--- config.mk ---
export PLATFORM = sky130hd
export DESIGN_NAME = paillier_decrypt_core_flat
export DESIGN_NICKNAME = d
export VERILOG_FILES = /design/src/hw/rtl/pd_pkg.sv /design/src/hw/rtl/pd_if.sv /design/src/hw/rtl/pd_modadd.sv /design/src/hw/rtl/pd_regs.sv /design/src/hw/rtl/paillier_decrypt_core.sv /design/src/flat_wrapper.sv
export SDC_FILE = /design/constraint.sdc
export NUM_CORES = 2
export LEC_CHECK = 0
export BUFFER_PORTS_ARGS = -buffer_cell sky130_fd_sc_hd__buf_2
export CORE_ASPECT_RATIO = 0.9
export CORE_MARGIN = 2
export CORE_UTILIZATION = 32
export CTS_CLUSTER_DIAMETER = 50
export DETAILED_ROUTE_END_ITERATION = 10
export PLACE_DENSITY_LB_ADDON = 0.15
export SLEW_MARGIN = 0
export SYNTH_ARGS = -nofsm -noshare
export SYNTH_HDL_FRONTEND = slang
export SYNTH_SLANG_ARGS = --single-unit
--- constraint.sdc ---
create_clock -name clk -period 17.3 [get_ports clk]
set_clock_uncertainty 0.2 [all_clocks]
set_input_delay 3.46 -clock clk [delete_from_list [all_inputs] [get_ports clk]]
set_output_delay 3.46 -clock clk [all_outputs]
set_load 0.01 [all_outputs]
--- src/hw/rtl/pd_pkg.sv ---
// Shared constants, types and state codes for the Paillier decryption core.
package pd_pkg;

  localparam int MODULUS_BITS  = 55;
  localparam int N2_W          = 2 * MODULUS_BITS;
  localparam int CIPHER_LOW_W  = 64;
  localparam int CIPHER_HIGH_W = 46;
  localparam int CIPHER_W      = CIPHER_LOW_W + CIPHER_HIGH_W;
  localparam int STEP_MAX      = (N2_W > CIPHER_W) ? N2_W : CIPHER_W;
  localparam int CNT_W         = $clog2(STEP_MAX);
  localparam int ECNT_W        = $clog2(MODULUS_BITS);
  localparam int PADDR_W       = 5;
  localparam int PDATA_W       = 64;
  localparam int REG_IDX_W     = 2;

  typedef enum logic [REG_IDX_W-1:0] {
    REG_MODULUS = 2'd0,
    REG_LAMBDA  = 2'd1,
    REG_MU      = 2'd2
  } reg_idx_t;

  typedef struct packed {
    logic [MODULUS_BITS-1:0] modulus;
    logic [MODULUS_BITS-1:0] lambda;
    logic [MODULUS_BITS-1:0] mu;
  } pd_key_t;

  // Operands of the shared modular adder.
  typedef struct packed {
    logic [N2_W-1:0] a;
    logic [N2_W-1:0] b;
    logic            cin;
    logic [N2_W-1:0] modulus;
    logic            reduce;
  } pd_op_t;

  typedef enum logic [3:0] {
    ST_IDLE,
    ST_SQR_N,
    ST_RED_C,
    ST_SQ_SETUP,
    ST_MUL,
    ST_DEC,
    ST_DIV,
    ST_LFIX,
    ST_DONE
  } pd_state_t;

  typedef enum logic [1:0] {
    MK_SQ,
    MK_CM,
    MK_FIN
  } pd_mul_kind_t;

endpackage

--- src/hw/rtl/pd_if.sv ---
// Stream interfaces for ciphertext items in and plaintext items out.
interface pd_cipher_if import pd_pkg::*; ();
  logic                     valid;
  logic                     ready;
  logic [CIPHER_LOW_W-1:0]  cipher_low;
  logic [CIPHER_HIGH_W-1:0] cipher_high;

  modport source (output valid, output cipher_low, output cipher_high, input ready);
  modport sink (input valid, input cipher_low, input cipher_high, output ready);
endinterface

interface pd_plain_if import pd_pkg::*; ();
  logic                    valid;
  logic                    ready;
  logic [MODULUS_BITS-1:0] plaintext;
  logic                    key_error;

  modport source (output valid, output plaintext, output key_error, input ready);
  modport sink (input valid, input plaintext, input key_error, output ready);
endinterface

--- src/hw/rtl/pd_modadd.sv ---
// Shared modular adder: a + b + cin, with one conditional subtract of the modulus.
module pd_modadd import pd_pkg::*; (
  input  pd_op_t          op,
  output logic [N2_W-1:0] sum_out,
  output logic            sub_taken
);

  logic [N2_W:0]   s;
  logic [N2_W+1:0] d;

  always_comb begin
    s         = {1'b0, op.a} + {1'b0, op.b} + (N2_W+1)'(op.cin);
    d         = {1'b0, s} - {2'b00, op.modulus};
    sub_taken = op.reduce && !d[N2_W+1];
    sum_out   = sub_taken ? d[N2_W-1:0] : s[N2_W-1:0];
  end

endmodule

--- src/hw/rtl/pd_regs.sv ---
// APB key register file: modulus, lambda and mu.
module pd_regs import pd_pkg::*; (
  input  logic               clk,
  input  logic               rst,
  input  logic               psel,
  input  logic               penable,
  input  logic               pwrite,
  input  logic [PADDR_W-1:0] paddr,
  input  logic [PDATA_W-1:0] pwdata,
  output logic [PDATA_W-1:0] prdata,
  output pd_key_t            key
);

  reg_idx_t idx;

  assign idx = reg_idx_t'(paddr[PADDR_W-1:3]);

  always_ff @(posedge clk) begin
    if (rst) begin
      key <= '0;
    end else if (psel && penable && pwrite) begin
      case (idx)
        REG_MODULUS: key.modulus <= pwdata[MODULUS_BITS-1:0];
        REG_LAMBDA:  key.lambda  <= pwdata[MODULUS_BITS-1:0];
        REG_MU:      key.mu      <= pwdata[MODULUS_BITS-1:0];
        default: ;
      endcase
    end
  end

  always_comb begin
    case (idx)
      REG_MODULUS: prdata = PDATA_W'(key.modulus);
      REG_LAMBDA:  prdata = PDATA_W'(key.lambda);
      REG_MU:      prdata = PDATA_W'(key.mu);
      default:     prdata = '0;
    endcase
  end

endmodule

--- src/hw/rtl/paillier_decrypt_core.sv ---
// Paillier decryption core: sequencer and registers around one shared modular adder.
// Nearly every cycle of the work is one adder pass; the work grows with each one bit of
// lambda, and is shorter when the power is zero.
// One item is in work at a time; a finished result waits in the output register while
// the next item is accepted, from the following cycle. A modulus below 2 goes straight to done with a key error.
// Synchronous active-high reset clears the sequencer, output valid and the keys.
module paillier_decrypt_core import pd_pkg::*; (
  input  logic               clk,
  input  logic               rst,
  pd_cipher_if.sink          cipher,
  pd_plain_if.source         result,
  input  logic               psel,
  input  logic               penable,
  input  logic               pwrite,
  input  logic [PADDR_W-1:0] paddr,
  input  logic [PDATA_W-1:0] pwdata,
  output logic [PDATA_W-1:0] prdata,
  output logic               pready
);

  pd_key_t      key;
  pd_state_t    state, state_next;
  pd_mul_kind_t kind;
  pd_op_t       op;

  logic [N2_W-1:0]         acc, n2, c_red, x, mcand, mplier;
  logic [CIPHER_W-1:0]     csh;
  logic [MODULUS_BITS-1:0] q, res_pt;
  logic                    res_err;
  logic [CNT_W-1:0]        cnt;
  logic [ECNT_W-1:0]       ecnt;
  logic                    phase;
  logic [N2_W-1:0]         unit_res;
  logic                    unit_sub;
  logic [N2_W-1:0]         mul_acc;
  logic                    mul_end, lambda_bit, in_acc, out_load;
  logic [MODULUS_BITS:0]   lval;
  logic [N2_W-1:0]         nz;

  assign pready = 1'b1;
  assign nz     = {{MODULUS_BITS{1'b0}}, key.modulus};

  pd_regs u_regs (
    .clk(clk), .rst(rst), .psel(psel), .penable(penable), .pwrite(pwrite),
    .paddr(paddr), .pwdata(pwdata), .prdata(prdata), .key(key)
  );

  pd_modadd u_modadd (.op(op), .sum_out(unit_res), .sub_taken(unit_sub));

  assign in_acc     = cipher.valid && cipher.ready;
  assign out_load   = (state == ST_DONE) && (!result.valid || result.ready);
  assign mul_end    = (state == ST_MUL) && phase && (cnt == '0);
  assign lambda_bit = key.lambda[ecnt];
  // In the second half of a multiply step the addend is taken only on a one bit.
  assign mul_acc    = (phase && !mplier[N2_W-1]) ? acc : unit_res;
  assign lval       = {1'b0, q} + (MODULUS_BITS+1)'(acc != '0);

  // Operand selection for the shared unit and input handshake.
  always_comb begin
    op         = '0;
    op.modulus = n2;
    cipher.ready = (state == ST_IDLE);
    case (state)
      ST_SQR_N: begin
        op.a = {acc[N2_W-2:0], 1'b0};
        op.b = key.modulus[cnt[ECNT_W-1:0]] ? nz : '0;
      end
      ST_RED_C: begin
        op.a      = acc;
        op.b      = acc;
        op.cin    = csh[CIPHER_W-1];
        op.reduce = 1'b1;
      end
      ST_MUL: begin
        op.a       = acc;
        op.b       = phase ? mcand : acc;
        op.reduce  = 1'b1;
        op.modulus = (kind == MK_FIN) ? nz : n2;
      end
      ST_DIV: begin
        op.a       = acc;
        op.b       = acc;
        op.cin     = mplier[N2_W-1];
        op.reduce  = 1'b1;
        op.modulus = nz;
      end
      default: ;
    endcase
  end

  always_comb begin
    state_next = state;
    case (state)
      ST_IDLE: begin
        if (in_acc) state_next = (key.modulus < MODULUS_BITS'(2)) ? ST_DONE : ST_SQR_N;
      end
      ST_SQR_N:    if (cnt == '0) state_next = ST_RED_C;
      ST_RED_C:    if (cnt == '0) state_next = ST_SQ_SETUP;
      ST_SQ_SETUP: state_next = ST_MUL;
      ST_MUL: begin
        if (mul_end) begin
          case (kind)
            MK_SQ: begin
              if (!lambda_bit) state_next = (ecnt == '0) ? ST_DEC : ST_SQ_SETUP;
            end
            MK_CM:   state_next = (ecnt == '0) ? ST_DEC : ST_SQ_SETUP;
            default: state_next = ST_DONE;
          endcase
        end
      end
      ST_DEC:  state_next = (x == '0) ? ST_DONE : ST_DIV;
      ST_DIV:  if (cnt == '0) state_next = ST_LFIX;
      ST_LFIX: state_next = ST_MUL;
      ST_DONE: if (out_load) state_next = ST_IDLE;
      default: state_next = ST_IDLE;
    endcase
  end

  always_ff @(posedge clk) begin
    if (rst) begin
      state <= ST_IDLE;
    end else begin
      state <= state_next;
    end
  end

  always_ff @(posedge clk) begin
    if (rst) begin
      result.valid <= 1'b0;
    end else if (out_load) begin
      result.valid <= 1'b1;
    end else if (result.ready) begin
      result.valid <= 1'b0;
    end
  end

  always_ff @(posedge clk) begin
    if (out_load) begin
      result.plaintext <= res_pt;
      result.key_error <= res_err;
    end
  end

  // Datapath registers.
  always_ff @(posedge clk) begin
    case (state)
      ST_IDLE: begin
        csh     <= {cipher.cipher_high, cipher.cipher_low};
        acc     <= '0;
        cnt     <= CNT_W'(MODULUS_BITS - 1);
        res_pt  <= '0;
        res_err <= (key.modulus < MODULUS_BITS'(2));
      end
      ST_SQR_N: begin
        if (cnt == '0) begin
          n2  <= unit_res;
          acc <= '0;
          cnt <= CNT_W'(CIPHER_W - 1);
        end else begin
          acc <= unit_res;
          cnt <= cnt - 1'b1;
        end
      end
      ST_RED_C: begin
        acc <= unit_res;
        csh <= {csh[CIPHER_W-2:0], 1'b0};
        cnt <= cnt - 1'b1;
        if (cnt == '0) begin
          c_red <= unit_res;
          x     <= N2_W'(1);
          ecnt  <= ECNT_W'(MODULUS_BITS - 1);
        end
      end
      ST_SQ_SETUP: begin
        acc    <= '0;
        mcand  <= x;
        mplier <= x;
        cnt    <= CNT_W'(N2_W - 1);
        phase  <= 1'b0;
        kind   <= MK_SQ;
      end
      ST_MUL: begin
        phase <= !phase;
        if (mul_end && (kind == MK_SQ) && lambda_bit) begin
          // A one bit of lambda follows the square with a multiply by c.
          x      <= mul_acc;
          acc    <= '0;
          mcand  <= c_red;
          mplier <= mul_acc;
          cnt    <= CNT_W'(N2_W - 1);
          kind   <= MK_CM;
        end else begin
          acc <= mul_acc;
          if (phase) begin
            mplier <= {mplier[N2_W-2:0], 1'b0};
            cnt    <= cnt - 1'b1;
          end
          if (mul_end) begin
            case (kind)
              MK_SQ, MK_CM: begin
                x    <= mul_acc;
                ecnt <= ecnt - 1'b1;
              end
              default: res_pt <= mul_acc[MODULUS_BITS-1:0];
            endcase
          end
        end
      end
      ST_DEC: begin
        mplier <= x - N2_W'(1);
        acc    <= '0;
        q      <= '0;
        cnt    <= CNT_W'(N2_W - 1);
      end
      ST_DIV: begin
        acc    <= unit_res;
        q      <= {q[MODULUS_BITS-2:0], unit_sub};
        mplier <= {mplier[N2_W-2:0], 1'b0};
        cnt    <= cnt - 1'b1;
      end
      ST_LFIX: begin
        // The rounded-up quotient can equal n, which reduces to zero.
        mcand  <= (lval >= {1'b0, key.modulus}) ? '0 : N2_W'(lval);
        mplier <= {{MODULUS_BITS{1'b0}}, key.mu};
        acc    <= '0;
        cnt    <= CNT_W'(N2_W - 1);
        phase  <= 1'b0;
        kind   <= MK_FIN;
      end
      default: ;
    endcase
  end

endmodule

--- src/flat_wrapper.sv ---
// flat-port wrapper written by rule: the top's interface ports become plain ports
module paillier_decrypt_core_flat import pd_pkg::*;
  (clk, rst, psel, penable, pwrite, paddr, pwdata, prdata, pready, cipher_valid, cipher_cipher_low, cipher_cipher_high, cipher_ready, result_valid, result_plaintext, result_key_error, result_ready);
  pd_cipher_if cipher_i ();
  pd_plain_if result_i ();
  input  logic clk;
  input  logic rst;
  input  logic psel;
  input  logic penable;
  input  logic pwrite;
  input  logic [PADDR_W-1:0] paddr;
  input  logic [PDATA_W-1:0] pwdata;
  output logic [PDATA_W-1:0] prdata;
  output logic pready;
  input wire logic [$bits(cipher_i.valid)-1:0] cipher_valid;
  input wire logic [$bits(cipher_i.cipher_low)-1:0] cipher_cipher_low;
  input wire logic [$bits(cipher_i.cipher_high)-1:0] cipher_cipher_high;
  output wire logic [$bits(cipher_i.ready)-1:0] cipher_ready;
  output wire logic [$bits(result_i.valid)-1:0] result_valid;
  output wire logic [$bits(result_i.plaintext)-1:0] result_plaintext;
  output wire logic [$bits(result_i.key_error)-1:0] result_key_error;
  input wire logic [$bits(result_i.ready)-1:0] result_ready;
  assign cipher_i.valid = cipher_valid;
  assign cipher_i.cipher_low = cipher_cipher_low;
  assign cipher_i.cipher_high = cipher_cipher_high;
  assign cipher_ready = cipher_i.ready;
  assign result_valid = result_i.valid;
  assign result_plaintext = result_i.plaintext;
  assign result_key_error = result_i.key_error;
  assign result_i.ready = result_ready;
  paillier_decrypt_core u_core (.clk(clk), .rst(rst), .cipher(cipher_i), .result(result_i), .psel(psel), .penable(penable), .pwrite(pwrite), .paddr(paddr), .pwdata(pwdata), .prdata(prdata), .pready(pready));
endmodule
Word level (Yosys, flattened, before mapping)
Index checks and enable logic that the tools add are counted.

operators by class
  mux-type cells = 60
  $add $sub $neg = 7
  reductions and logical operators = 50
  equal/unequal tests = 26
  order comparisons = 4

operators with widths
  kind                                                  number
  2-to-1 mux 110 bit                                    13
  one-hot mux 110 bit (2 select lines)                  3
  one-hot mux 220 bit (3 select lines)                  1
  one-hot mux 110 bit (5 select lines)                  1
  one-hot mux 110 bit (4 select lines)                  1
  one-hot mux 110 bit (3 select lines)                  1
  2-to-1 mux 55 bit                                     4
  one-hot mux 55 bit (2 select lines)                   2
  one-hot mux 55 bit (3 select lines)                   1
  subtractor 111 x 110 -> 112 bit                       1
  adder 110 x 110 -> 111 bit                            1
  adder 111 x 1 -> 111 bit                              1
  logical NOT 110 bit                                   1
  nonzero test 110 bit                                  1
  subtractor 110 x 1 -> 110 bit, second input constant  1
  adder 55 x 1 -> 56 bit                                1
  greater-or-equal comparator 56 x 55 -> 1 bit          1
  2-to-1 mux 56 bit                                     1
  < comparator 55 x 2 -> 1 bit, second input constant   1
  2-to-1 mux 4 bit                                      9
  one-hot mux 7 bit (5 select lines)                    1
  one-hot mux 4 bit (8 select lines)                    1
  2-to-1 mux 6 bit                                      4
  2-to-1 mux 7 bit                                      3
  other kinds (39)                                      92

word-level totals
  register bits = 1123
  logic and storage cells = 168

Longest topological paths before layout
  depth after elaboration = 15
  depth in mapped cells = 38
  gate-level depth less buffers = 33

Modules after synthesis
From an unflattened synthesis, not the netlist that was laid out.

second synthesis, totals
  cell total of the unflattened synthesis = 7535
  area total of the unflattened synthesis = 71504.8 um^2

by module, submodules not included
  module                 sequential area each (um^2)  area each (um^2)  cells an instance  times used
  paillier_decrypt_core  28717.5                      48571.6           4369               1
  pd_modadd              0.0                          15139.5           2374               1
  pd_regs                3303.2                       7793.7            792                1

Worst setup path after synthesis
OpenSTA, ideal clock, no wires.

  path kind = register to register
  start point = register u_core.state[3]
  end point = register u_core.mplier[0], enable pin
  path slack = 7.457 ns
  clock period less this slack = 9.843 ns
  buffers on the path = 3
  data arrival time = 9.027 ns
  cell stages (with the launch flop) = 7
  data required time = 16.485 ns
  cells stage by stage = dfxtp_1 clkbuf_1 inv_1 nand2_1 clkbuf_1 clkbuf_1 a21oi_1

on the way
  longest elaborated chain between the ends = 7
  elaborated cells between the ends (all ways) = 12
  those cells by class = eq/ne (6); reduce/logical (6)

RTL lines
  element                                          RTL line                                                   RTL
  start, declared                                  paillier_decrypt_core.sv:22                                pd_state_t state, state_next;
  start signal, assigned                           paillier_decrypt_core.sv:123                               state <= state_next;
  equality test 4 x 3 -> 1 bit                     paillier_decrypt_core.sv:52, paillier_decrypt_core.sv:146
  logical AND 1 bit (2 in a row)                   paillier_decrypt_core.sv:52                                assign mul_end = (state == ST_MUL) && phase && (cnt == '0);
  logical AND 1 bit (2 in a row)                   paillier_decrypt_core.sv:184                               if (mul_end && (kind == MK_SQ) && lambda_bit) begin
  inequality test 3 x 2 -> 1 bit (no source line)  n/a
  AND reduction 2 bit (no source line) *           n/a
  end signal, assigned                             paillier_decrypt_core.sv:189                               mplier <= mul_acc;
  end signal, assigned                             paillier_decrypt_core.sv:195                               mplier <= {mplier[N2_W-2:0], 1'b0};
  end signal, assigned                             paillier_decrypt_core.sv:210                               mplier <= x - N2_W'(1);
  end, declared                                    paillier_decrypt_core.sv:26                                logic [N2_W-1:0] acc, n2, c_red, x, mcand, mplier;

Every way passes the cells marked *; elsewhere a longest branch is shown, timed or not.
A chain may end at the register's enable or synchronous reset.

Worst setup path in the final report
  start point = register u_core.cnt[0]
  end point = register u_core.acc[15] (data pin)

on the way
  longest elaborated chain between the ends = 13
  elaborated cells between the ends (all ways) = 18
  those cells by class = add/sub (3); mux (9); reduce/logical (6)

RTL lines
  element                                   RTL line                      RTL
  start, declared                           paillier_decrypt_core.sv:30   logic [CNT_W-1:0] cnt;
  start signal, assigned                    paillier_decrypt_core.sv:150  cnt <= CNT_W'(MODULUS_BITS - 1);
  start signal, assigned                    paillier_decrypt_core.sv:158  cnt <= CNT_W'(CIPHER_W - 1);
  start signal, assigned                    paillier_decrypt_core.sv:161  cnt <= cnt - 1'b1;
  binary-select mux 1 bit (select 6 bit) *  paillier_decrypt_core.sv:66   op.b = key.modulus[cnt[ECNT_W-1:0]] ? nz : '0;
  2-to-1 mux 1 bit (not written as such) *  paillier_decrypt_core.sv:66
  2-to-1 mux 55 bit *                       paillier_decrypt_core.sv:66
  one-hot mux 220 bit (3 select lines) *    paillier_decrypt_core.sv:63   case (state)
  adder 110 x 110 -> 111 bit *              pd_modadd.sv:12               s = {1'b0, op.a} + {1'b0, op.b} + (N2_W+1)'(op.cin);
  adder 111 x 1 -> 111 bit *                pd_modadd.sv:12
  subtractor 111 x 110 -> 112 bit           pd_modadd.sv:13               d = {1'b0, s} - {2'b00, op.modulus};
  logical NOT 1 bit                         pd_modadd.sv:14               sub_taken = op.reduce && !d[N2_W+1];
  logical AND 1 bit                         pd_modadd.sv:14
  2-to-1 mux 110 bit *                      pd_modadd.sv:15               sum_out = sub_taken ? d[N2_W-1:0] : s[N2_W-1:0];
  named net u_core.u_modadd.sum_out[15]     pd_modadd.sv:4                output logic [N2_W-1:0] sum_out,
  2-to-1 mux 110 bit                        paillier_decrypt_core.sv:55   assign mul_acc = (phase && !mplier[N2_W-1]) ? acc : unit_res;
  2-to-1 mux 110 bit                        paillier_decrypt_core.sv:184
  one-hot mux 110 bit (4 select lines) *    paillier_decrypt_core.sv:146  case (state)
  end signal, assigned                      paillier_decrypt_core.sv:160  acc <= unit_res;
  end signal, assigned                      paillier_decrypt_core.sv:165  acc <= unit_res;
  end signal, assigned                      paillier_decrypt_core.sv:193  acc <= mul_acc;
  end, declared                             paillier_decrypt_core.sv:26

Mark *: on every way through the listed nets, which the timed path passes. The rest lies on a longest branch. The select of a mux whose other input is x is not followed.

==> results.txt <==
The tools report the sequential group share of total power as 0.396. The tools report the post-route non-filler standard cell count as 10,350. The run gives 7,817 as the total number of nets in the final design.

The clock input transition at the sequential cells of the worst setup and hold paths works out to 0.06 ns. The tree is rooted in a clkbuf_16. For the number of antenna violations at the first check in global routing, the log shows 33. The tools report the total of hold buffers inserted after clock tree synthesis as 0. The total CTS buffers was 155.

Dividing the detail-routed via count by the number of cells gives 5.991. For this design the ratio of total power to cell area is 120.0 nW/um2. The worst-case IR drop observed on VDD is 0.09906 mV. Setup violations remaining at the end of the flow were counted as 0. The estimated wirelength of the detail-placed design is 224,900 um, and the final number of max-transition violations is 0. First-pass GRT wire length: 436,200 um.

The pre-antenna-repair detailed-routing pass consisted of 8 iterations. At the pin with the least slew margin, the transition time is 1.393 ns. The run gives 0.3229 as the starting density of the core. For the number of buffers between clock root and the deepest sink, the log shows 3. The most instantiated flip-flop cell in the synthesis netlist is edfxtp_1.

The routed design has 305,900 um of wire. The core region is 217,100 um2. The hold violation count in the final report was 0; the count of cells along the worst register-to-register path was 28.

Ranked by total cell area, the synthesized netlist is headed by edfxtp_1 (41%), a21oi_1 (5.0%), ha_1 (5.0%). For the via count of the first global-routing pass, the log shows 58,560. The combinational share of power is 0.255, and the biggest cell delay along the critical path is 1.05 ns.

Max-cap violations in this run came to 0. In this run the worst hold path is classified as reg2reg. The most instantiated library cell after synthesis is edfxtp_1. The sequential share of the synthesized area was 0.4569; the switching power total was 3512 uW. In this run the core area contains 162 standard-cell rows. For this run, the top clock speed supported by timing is 73.05 MHz.

The tools report the count of pins on the block boundary as 309. The post-route fraction of the period consumed by the critical path was 0.7913; the shortest clock period the worst path allows after layout was 13.69 ns. In this run, distinct cell masters in the synthesized netlist total 104. Synthesis produced 7,268 cells.

Buffers added to address setup during post-CTS repair amount to 0. The endpoint identified for the worst register-to-register timing path is u_core.acc[15]. The worst setup path is launched from a flip-flop. For the worst setup path, the data arrival time is 13.96 ns. Routability-driven placement finished with a final weighted congestion of 0.9465.

The switching share of power works out to 0.3667. Yosys mapped a number of flops with a built-in enable equal to 953. The worst hold path terminates at u_core.result.plaintext[9]. TritonCTS built the clock tree.

Most used cell along the critical path: o21ai_0. The H-tree depth came out at 4. The count of input and output buffers is 286. Critical setup path kind: reg2reg.

The startpoint of the lowest-slack hold path was u_core.res_pt[9]. The tools report the overall fraction of global-route tracks in use as 0.2664. The die covers 222,800 um2.

In the synthesized netlist, the cells that appear most often are edfxtp_1 (953), nand2_1 (903), a21oi_1 (705). The chip height was 448.0 um. The die is 497.3 um wide.

Internal power comes to 6065 uW. The tools report the number of gates given a new drive strength after cts as 0. The fraction of synthesis flops using an asynchronous set or reset pin was 0. The fraction of final layout cells with drive strength greater than 1 was 0.1299; the area share of the largest cell type after synthesis was 0.4083. The worst setup path is captured at a flip-flop.

The largest net degree at the start of global routing was 116; the via count was 62,020. In this run, the number of DRC markers left after iteration 0 of detailed routing was 6,859. The run gives 10,060 as the total instance count after detailed placement.

In this run the cell area of the synthesized design comes to 70,090 um2. The synthesized design spends more area on one cell type than any other, namely edfxtp_1. The tools report the required time of the worst setup path as 17.57 ns. Summed over all failing endpoints, the final setup total negative slack is 0 ns. The run finished with clean final reports. The largest driver fanout on the critical path was 54; the synthesized area divided by synthesized cell count was 9.644 um2. The number of remaining DRC errors was 0. The signed area change from the synthesized netlist to the final layout works out to 13.83%.

For this design the static power due to leakage is 0.02950 uW. Relative slew slack: 0.07114. For the number of synthesis warnings, the log shows 0.

The run gives 1,123 as the number of clock sinks. In this run the critical register-to-register path is launched from u_core.cnt[0]. The detail route stage leaves a number of antenna-violating nets equal to 0. The number of cells on the worst hold path is 0, and the detailed-route wire length per cell is 29.55 um. For this design, the slowest cell found on the critical path is edfxtp_1. The worst register-to-register path has a setup slack of 3.61 ns.

For this run the aggregate overflow at the end of global routing stands at 0. Setup repair after global routing left no endpoint under its margin. The register bit total from synthesis is 1,123. The later pin in the worst-skew pair is clocked with a latency of 0.86 ns. The run gives 0.349 as the portion of total power attributed to the clock network.
## power groups by stage
stage	Combinational (uW)	Sequential (uW)	Clock, uW
floorplan	1420	3710	0
global placement	2390	3830	0
detailed placement	2400	3830	0
CTS	2410	3780	3390
global route	2590	3820	3500
finish	2440	3790	3340
## per-stage QoR
| step | total power, uW | area (um2) | setup WS, ns | util | hold slack [ns] |
|---|---|---|---|---|---|
| detailed placement | 6229 | 74400 | 4.171 | 0.3427 | 0.2045 |
| floorplan | 5129 | 70120 | 7.457 | - | 0.2003 |
| finish | 9577 | 79780 | 3.611 | 0.3675 | 0.2201 |
| CTS | 9582 | 79770 | 4.087 | 0.3674 | 0.2194 |
| global placement | 6224 | 74400 | 4.177 | 0.3427 | 0.2080 |
| global route | 9918 | 79770 | 3.497 | 0.3675 | 0.2251 |
## state kept, by name, indices dropped and copies added, names as in the netlist
signal and cells:
u_core.result.key_error 1, u_core.q 55, u_core.cnt 7, u_core.kind 2
u_core.res_err 1, u_core.x 110, u_core.result.plaintext 55, u_core.ecnt 6
u_core.phase 1, u_core.result.valid 1, u_core.mplier 110, u_core.n2 110
u_core.c_red 110, u_core.csh 110, u_core.state 4, u_core.u_regs.key 165
u_core.res_pt 55, u_core.mcand 110, u_core.acc 110
## final cells by class
| class | instances | area (um2) |
|---|---|---|
| multi-input cells | 5468 | 35680 |
| flip-flops and latches | 1123 | 32020 |
| clock inverters | 101 | 1299 |
| diodes | 7 | 17.52 |
| clock buffers | 183 | 4066 |
| repair buffers | 397 | 2332 |
| fillers | 21840 | 137300 |
| well taps | 2870 | 3591 |
| inverters | 204 | 775.7 |
## per-layer routing
layer,share of wire,global-route usage,vias up
li1,-,-,27440
met1,0.47,0.3994,31380
met2,0.42,0.3901,2832
met3,0.090,0.05252,342
met4,0.022,0.06310,36
met5,0.00076,0,-
## worst max-delay path, delay by kind of cell (launching register included)
kind | cells | cell delay (ns)
flip-flops | 1 | 1.05
buffers and inverters | 2 | 1.20
XOR/XNOR | 1 | 0.24
AO/OA/AOI/OAI | 11 | 4.34
multiplexers | 5 | 2.94
adder cells (fa/ha/maj) | 2 | 0.96
AND/OR/NAND/NOR | 7 | 2.22
## logic make-up (layout without fill, tap and decap cells)
| family | Yosys count | after routing | synth area share |
|---|---|---|---|
| other | 2 | 17 | 0.0001071 |
| DFF | 1123 | 1123 | 0.4569 |
| AOI/OAI and AO/OA | 2355 | 2355 | 0.2174 |
| buffers and inverters | 685 | 885 | 0.03918 |
| adders and majority gates | 283 | 283 | 0.05081 |
| xor gates and xnor gates | 333 | 333 | 0.04161 |
| and+or+nand+nor | 2175 | 2175 | 0.1411 |
| muxes | 312 | 312 | 0.05296 |
## how the worst max path moves through the flow
stage                     from           endpoint  slack [ns]  depth (start not counted)
2_1_floorplan  u_core.state[3]   u_core.mplier[0]        7.46                          6
3_3_place_gp     u_core.cnt[0]  u_core.mplier[15]        4.18                         27
3_5_place_dp     u_core.cnt[0]     u_core.acc[15]        4.17                         25
4_1_cts          u_core.cnt[0]     u_core.acc[15]        4.09                         26
5_1_grt          u_core.cnt[0]     u_core.acc[15]        3.50                         26
6_report         u_core.cnt[0]     u_core.acc[15]        3.61                         28
## placed cells by master, fill, tap and decap left out, types with 59 or more instances in the layout
| cell | instances |
|---|---|
| a21o_1 | 136 |
| nor3_1 | 136 |
| a22oi_1 | 80 |
| o21ai_0 | 457 |
| a21oi_1 | 702 |
| nand2_1 | 898 |
| ha_1 | 279 |
| a31o_2 | 59 |
| nand4_1 | 122 |
| buf_4 | 108 |
| buf_2 | 284 |
| clkbuf_16 | 157 |
| edfxtp_1 | 953 |
| mux2_2 | 141 |
| o21a_1 | 101 |
| and2_1 | 71 |
| mux2i_1 | 138 |
| nor2_1 | 542 |
| o21ai_1 | 64 |
| nand3_1 | 88 |
| xnor2_1 | 204 |
| xor2_1 | 129 |
| a22o_1 | 272 |
| inv_1 | 202 |
| dfxtp_1 | 170 |
| nor4_1 | 74 |
Power figures use the tool's default switching activity.
